$ cat config.mk
export PLATFORM = sky130hd
export DESIGN_NAME = lsw_ctrl
export DESIGN_NICKNAME = d
export VERILOG_FILES = /design/src/hw/rtl/lsw_pkg.sv /design/src/hw/rtl/lsw_ctrl.sv
export SDC_FILE = /design/constraint.sdc
export NUM_CORES = 1
export LEC_CHECK = 0
export BUFFER_PORTS_ARGS = -buffer_cell sky130_fd_sc_hd__buf_4
export CAP_MARGIN = 30
export CORE_MARGIN = 2
export CORE_UTILIZATION = 43
export DETAILED_ROUTE_END_ITERATION = 10
export HOLD_SLACK_MARGIN = 0.02
export PLACE_DENSITY = 0.73
export REMOVE_ABC_BUFFERS = 1
export SETUP_SLACK_MARGIN = 0.1
export SYNTH_ARGS = -nofsm -noshare
export SYNTH_HDL_FRONTEND = slang
export SYNTH_SLANG_ARGS = --single-unit
$ cat constraint.sdc
create_clock -name clock -period 1.4 [get_ports clock]
set_input_delay 0.28 -clock clock [delete_from_list [all_inputs] [get_ports clock]]
set_output_delay 0.28 -clock clock [all_outputs]
set_load 0.005 [all_outputs]
$ cat src/hw/rtl/lsw_pkg.sv
// ----------------------------------------------------------------------------
// lsw_pkg
// Shared types, codes and helpers of the latency sample window.
// ----------------------------------------------------------------------------
package lsw_pkg;

   localparam int CAPACITY_DEF = 32;

   localparam logic [1:0] MODE_ADD    = 2'd0;
   localparam logic [1:0] MODE_SELECT = 2'd1;
   localparam logic [1:0] MODE_CLEAR  = 2'd2;

   localparam logic [2:0] ST_ADDED    = 3'd0;
   localparam logic [2:0] ST_DUP      = 3'd1;
   localparam logic [2:0] ST_MISMATCH = 3'd2;
   localparam logic [2:0] ST_CLEARED  = 3'd3;
   localparam logic [2:0] ST_EMPTY    = 3'd4;
   localparam logic [2:0] ST_COUNT    = 3'd5;
   localparam logic [2:0] ST_TIME     = 3'd6;
   localparam logic [2:0] ST_TUMBLE   = 3'd7;

   localparam logic [1:0] KIND_COUNT  = 2'd0;
   localparam logic [1:0] KIND_TIME   = 2'd1;
   localparam logic [1:0] KIND_TUMBLE = 2'd2;

   localparam logic [2:0] REG_WINDOW_KIND     = 3'd0;
   localparam logic [2:0] REG_KEEP_COUNT      = 3'd1;
   localparam logic [2:0] REG_WINDOW_DURATION = 3'd2;
   localparam logic [2:0] REG_WINDOW_CAPACITY = 3'd3;
   localparam logic [2:0] REG_BUCKET_ANCHOR   = 3'd4;
   localparam logic [2:0] REG_MAX_SPAN        = 3'd5;

   typedef enum logic [1:0] {
      SCAN_DUP,
      SCAN_MAX,
      SCAN_COUNT,
      SCAN_FIND
   } scan_kind_type;

   typedef struct packed {
      logic [63:0] tag;
      logic [63:0] ticks;
      logic [63:0] seq;
      logic [63:0] lat;
   } entry_type;

   typedef struct packed {
      logic          latch_in;
      logic          latch_id;
      logic          clear_win;
      logic          bump_mis;
      logic          bump_dup;
      logic          insert;
      logic          trim;
      logic          scan_start;
      scan_kind_type scan_kind;
      logic          scan_step;
      logic          div_start;
      logic          advance;
      logic          send;
      logic [2:0]    send_status;
      logic          send_sel;
      logic          send_pick;
   } dp_cmd_type;

   typedef struct packed {
      logic       id_valid;
      logic       id_mismatch;
      logic       held_zero;
      logic       scan_done;
      logic       dup_found;
      logic       over_cap;
      logic       need_div;
      logic       div_done;
      logic       kept_zero;
      logic       pick_ok;
      logic       pick_last;
      logic [2:0] sel_status;
   } dp_sts_type;

   // order by signed ticks, then sequence, then id
   function automatic logic key_less(entry_type a, entry_type b);
      logic r;
      if (a.ticks != b.ticks) begin
         r = $signed(a.ticks) < $signed(b.ticks);
      end else if (a.seq != b.seq) begin
         r = a.seq < b.seq;
      end else begin
         r = a.tag < b.tag;
      end
      return r;
   endfunction

endpackage

$ cat src/hw/rtl/lsw_ctrl.sv
// ----------------------------------------------------------------------------
// lsw_ctrl
// Sequencer for add, clear and select operations.
// ----------------------------------------------------------------------------
module lsw_ctrl
   import lsw_pkg::*;
(
   input  logic       clock,
   input  logic       reset,
   input  logic       start,
   input  logic [1:0] req_mode,
   input  dp_sts_type sts,
   output dp_cmd_type cmd,
   output logic       busy
);

   typedef enum logic [3:0] {
      IDLE,
      ADD_CHK,
      ADD_DUP,
      ADD_INS,
      ADD_TRIM,
      CLEAR,
      SEL_BEGIN,
      SEL_MAX,
      SEL_DIV,
      SEL_COUNT,
      SEL_FIND,
      SEL_EMIT,
      SEND
   } state_type;

   state_type  state_ff, state_in;
   logic [2:0] status_ff, status_in;
   logic       sel_ff, sel_in;

   always_comb begin
      cmd       = '0;
      state_in  = state_ff;
      status_in = status_ff;
      sel_in    = sel_ff;
      case (state_ff)
         IDLE: begin
            if (start) begin
               cmd.latch_in = 1'b1;
               case (req_mode)
                  MODE_ADD:    state_in = ADD_CHK;
                  MODE_SELECT: state_in = SEL_BEGIN;
                  MODE_CLEAR:  state_in = CLEAR;
                  default:     state_in = IDLE;
               endcase
            end
         end
         ADD_CHK: begin
            if (sts.id_valid && sts.id_mismatch) begin
               cmd.bump_mis = 1'b1;
               status_in    = ST_MISMATCH;
               sel_in       = 1'b0;
               state_in     = SEND;
            end else begin
               cmd.latch_id   = !sts.id_valid;
               cmd.scan_start = 1'b1;
               cmd.scan_kind  = SCAN_DUP;
               state_in       = ADD_DUP;
            end
         end
         ADD_DUP: begin
            cmd.scan_step = 1'b1;
            if (sts.scan_done) begin
               if (sts.dup_found) begin
                  cmd.bump_dup = 1'b1;
                  status_in    = ST_DUP;
                  sel_in       = 1'b0;
                  state_in     = SEND;
               end else begin
                  state_in = ADD_INS;
               end
            end
         end
         ADD_INS: begin
            cmd.insert = 1'b1;
            state_in   = ADD_TRIM;
         end
         ADD_TRIM: begin
            if (sts.over_cap) begin
               cmd.trim = 1'b1;
            end else begin
               status_in = ST_ADDED;
               sel_in    = 1'b0;
               state_in  = SEND;
            end
         end
         CLEAR: begin
            cmd.clear_win = 1'b1;
            status_in     = ST_CLEARED;
            sel_in        = 1'b0;
            state_in      = SEND;
         end
         SEL_BEGIN: begin
            if (sts.held_zero) begin
               status_in = ST_EMPTY;
               sel_in    = 1'b0;
               state_in  = SEND;
            end else begin
               cmd.scan_start = 1'b1;
               cmd.scan_kind  = SCAN_MAX;
               state_in       = SEL_MAX;
            end
         end
         SEL_MAX: begin
            cmd.scan_step = 1'b1;
            if (sts.scan_done) begin
               if (sts.need_div) begin
                  cmd.div_start = 1'b1;
                  state_in      = SEL_DIV;
               end else begin
                  cmd.scan_start = 1'b1;
                  cmd.scan_kind  = SCAN_COUNT;
                  state_in       = SEL_COUNT;
               end
            end
         end
         SEL_DIV: begin
            if (sts.div_done) begin
               cmd.scan_start = 1'b1;
               cmd.scan_kind  = SCAN_COUNT;
               state_in       = SEL_COUNT;
            end
         end
         SEL_COUNT: begin
            cmd.scan_step = 1'b1;
            if (sts.scan_done) begin
               if (sts.kept_zero) begin
                  status_in = sts.sel_status;
                  sel_in    = 1'b1;
                  state_in  = SEND;
               end else begin
                  cmd.scan_start = 1'b1;
                  cmd.scan_kind  = SCAN_FIND;
                  state_in       = SEL_FIND;
               end
            end
         end
         SEL_FIND: begin
            cmd.scan_step = 1'b1;
            if (sts.scan_done) begin
               state_in = SEL_EMIT;
            end
         end
         SEL_EMIT: begin
            cmd.advance = 1'b1;
            if (sts.pick_ok) begin
               cmd.send        = 1'b1;
               cmd.send_status = sts.sel_status;
               cmd.send_sel    = 1'b1;
               cmd.send_pick   = 1'b1;
            end
            if (sts.pick_ok && sts.pick_last) begin
               state_in = IDLE;
            end else begin
               cmd.scan_start = 1'b1;
               cmd.scan_kind  = SCAN_FIND;
               state_in       = SEL_FIND;
            end
         end
         SEND: begin
            cmd.send        = 1'b1;
            cmd.send_status = status_ff;
            cmd.send_sel    = sel_ff;
            state_in        = IDLE;
         end
         default: begin
            state_in = IDLE;
         end
      endcase
   end

   always_ff @(posedge clock) begin
      if (reset) begin
         state_ff  <= IDLE;
         status_ff <= ST_ADDED;
         sel_ff    <= 1'b0;
      end else begin
         state_ff  <= state_in;
         status_ff <= status_in;
         sel_ff    <= sel_in;
      end
   end

   assign busy = (state_ff != IDLE);

endmodule

==> out/metrics.yaml <==
worstSetupStartpoint: "state_ff[1]"
leakage_nw: 0.952
maxSlewViolCount: 0
cp.depth: 5
grt_pass1_vias: 1366
dpl.hpwl_um: 3100
fin_area_um2: 2080
r2r_cells: 8
clk_pin_slew_ns: 0.06
dieArea_um2: 2940
clock_path_buffers: 2
rsz0062_at_grt: "true"
place_area_um2: 1610
drc: 0
end_kind: "output port"
fp-row-count: 18
synthXorXnorAreaFrac: 0
violations: "negative setup slack"
synth-simple-area-share: 0.350
ios: 39
grtUsageTotal: 0.315
slowest_delay_ns: 0.51
synth-compound-area-share: 0.305
routed-via-count: 1552
crit_buf_inv: 1
synth_seq_area_share: 0.147
area_growth_pct: 91.1
crit_chain: "or4b_4 > a21oi_2 > nand2b_4 > a311o_1 > buf_4"
status: "finished, violations left"
drive_gt1_frac: 0.637
cts_tree: "yes"
ys_types: 54
p_per_area_nw_per_um2: 1670
nets: 251
core_um2: 2430
h-tree-depth: 1
tightest_slew_ns: 0.326
cp-start-kind: "flop"
antenna_cells: 0
antenna_found_initial: 0
max_cap_viol_count: 0
wire_per_inst_um: 19.4
ys_ff_latch: 8
syn_area_um2: 1090
netlist_instances: 141
relSlewSlack: 0.782
min_period_ns: 1.91
postSynthAreaPerCell_um2: 7.70
numCtsBuffers: 3
crit_required_ns: 1.12
synthArstFlopShare: 0
clock_latency_ns: 0.25
timing.rr.end: "state_ff[0]"
detailedRoute.firstPassIterationCount: 4
achievable-frequency_ghz: 0.524
cts_hold_buf: 0
synth_edf_count: 0
crit_family: "simple AND/OR/NAND/NOR gates"
grt_overflow: 0
fin_crit_sh: 1.36
worstSetupPathType: "reg -> out"
port_buffers: 38
ir_drop_uv: 1300
ys.warnings.count: 0
grt_max_degree: 16
crit_slowest_cell: "or4b_4"
fin_skew_ns: 0.00443
ys.flop_type: "dfxtp_1"
r2r-start: "state_ff[1]"
drtIter0Drc: 73
grt_pass1_wl_um: 6610
root_buffer: "clkbuf_4"
gp_congestion: 0.933
ant_nets: 0
ff2ff_setup_slack_ns: -0.37
yosys-mux-area-fraction: 0.0461
path_max_fanout: 6
die_w_um: 54.3
hold_path.class: "in -> reg"
synth_top_family_by_area: "simple AND/OR/NAND/NOR gates"
tns_ns: -8.30
hold_violations: 0
start_util: 0.447
die_h_um: 54.3
setup_violations: 28
wl_um: 4960
endpoint: "cmd[11]"
arrival_ns: 1.63
finalWorstSetupSlack_ns: -0.509
vias_per_cell: 6.06
synthAdderAreaFrac: 0.0461
cts.sinks: 8
state kept, by name, indices dropped and copies added (netlist names):
signal / count
state_ff: 4
sel_ff: 1
status_ff: 3
cells by family (layout without fill, tap and decap cells):
logic type | after synthesis | count (layout)
and+or+nand+nor | 64 | 64
AOI/OAI and AO/OA | 42 | 42
buffers and inverters | 18 | 103
DFF | 8 | 8
muxes | 5 | 5
adders and majority gates | 4 | 4
report_power, final:
group / switching, mW / internal, mW / total, mW
registers: 0.104 / 0.324 / 0.428
clock network: 0.0784 / 0.0981 / 0.177
logic: 1.32 / 1.54 / 2.87
total: 1.50 / 1.97 / 3.47
metal layers:
metal  global-route usage  wire, um  vias to the layer above
met5                    0         0                        -
met4               0.0833       133                        0
met3               0.0574       374                       17
met2                0.542      2350                       86
met1                0.401      2100                      748
li1                     -         -                      701
what timing repair did:
| item | 4_1_cts | 5_1_grt |
|---|---|---|
| endpoints found under the setup margin | 28 | 28 |
| resized for setup | 58 | 25 |
| hold endpoints to repair | 0 | 0 |
| pin swaps | 20 | 9 |
| buffers inserted | 9 | 12 |
cell usage after synthesis (all sizes together) (3+ instances only):
cell | instances | area share
nand2 | 15 | 0.052
clkbuf | 3 | 0.010
and3 | 4 | 0.028
nand3b | 3 | 0.021
dfxtp | 8 | 0.15
nor2 | 14 | 0.048
a32o | 3 | 0.028
inv | 5 | 0.017
nor3 | 4 | 0.018
nor3b | 4 | 0.032
o21ai | 9 | 0.041
buf | 10 | 0.077
ha | 4 | 0.046
a22o | 4 | 0.032
a21oi | 5 | 0.023
nand2b | 3 | 0.017
mux2i | 5 | 0.046
worst min path at each step:
stage                       startpoint           end  slack (ns)  depth (start not counted)
after floorplan                  reset   state_ff[3]        0.34                          1
after global placement    status_ff[1]  status_ff[1]        0.46                          2
after detailed placement        sel_ff        sel_ff        0.47                          2
after CTS                        reset   state_ff[3]        0.23                          2
after global routing             reset   state_ff[3]        0.23                          2
final                            reset   state_ff[3]        0.24                          2
placed cells by master (no fill, tap or decap), types with 2 or more instances in the layout:
cell type | Yosys | final
nand3b_1 | 3 | 3
mux2i_1 | 5 | 4
nor2_1 | 14 | 7
nor3b_1 | 3 | 2
nor3_4 | 0 | 2
a21oi_1 | 5 | 4
a21o_1 | 2 | 2
dfxtp_1 | 8 | 4
nor2_2 | 0 | 3
buf_4 | 1 | 75
buf_6 | 5 | 18
clkbuf_4 | 0 | 3
a32o_1 | 3 | 2
dfxtp_4 | 0 | 4
or2_4 | 0 | 2
and3b_1 | 2 | 2
ha_1 | 4 | 4
nand2_1 | 15 | 12
nand2_2 | 0 | 2
a22o_1 | 4 | 4
and3_1 | 3 | 2
inv_1 | 5 | 5
nand2b_4 | 0 | 2
o21ai_2 | 0 | 2
nor2_4 | 0 | 4
o21ai_0 | 8 | 5
o21ai_1 | 1 | 2
through the flow:
stage	cells	setup WS, ns	utilization	hold slack, ns	power (mW)
after global routing	256	-0.576	0.853	0.233	3.63
after floorplan	128	-0.641	-	0.345	1.36
final	256	-0.509	0.853	0.240	3.47
after detailed placement	235	-0.289	0.660	0.474	2.27
after global placement	235	-0.273	0.660	0.462	2.24
after CTS	247	-0.485	0.787	0.232	3.03
layout make-up:
cell class	count	area, um^2
tap	30	37.5
timing repair buffer	95	792
multi-input combinational	115	1030
sequential	8	175
clock buffer	3	22.5
inverter	5	18.8
fill	120	357
(Power assumes the default switching activity.)
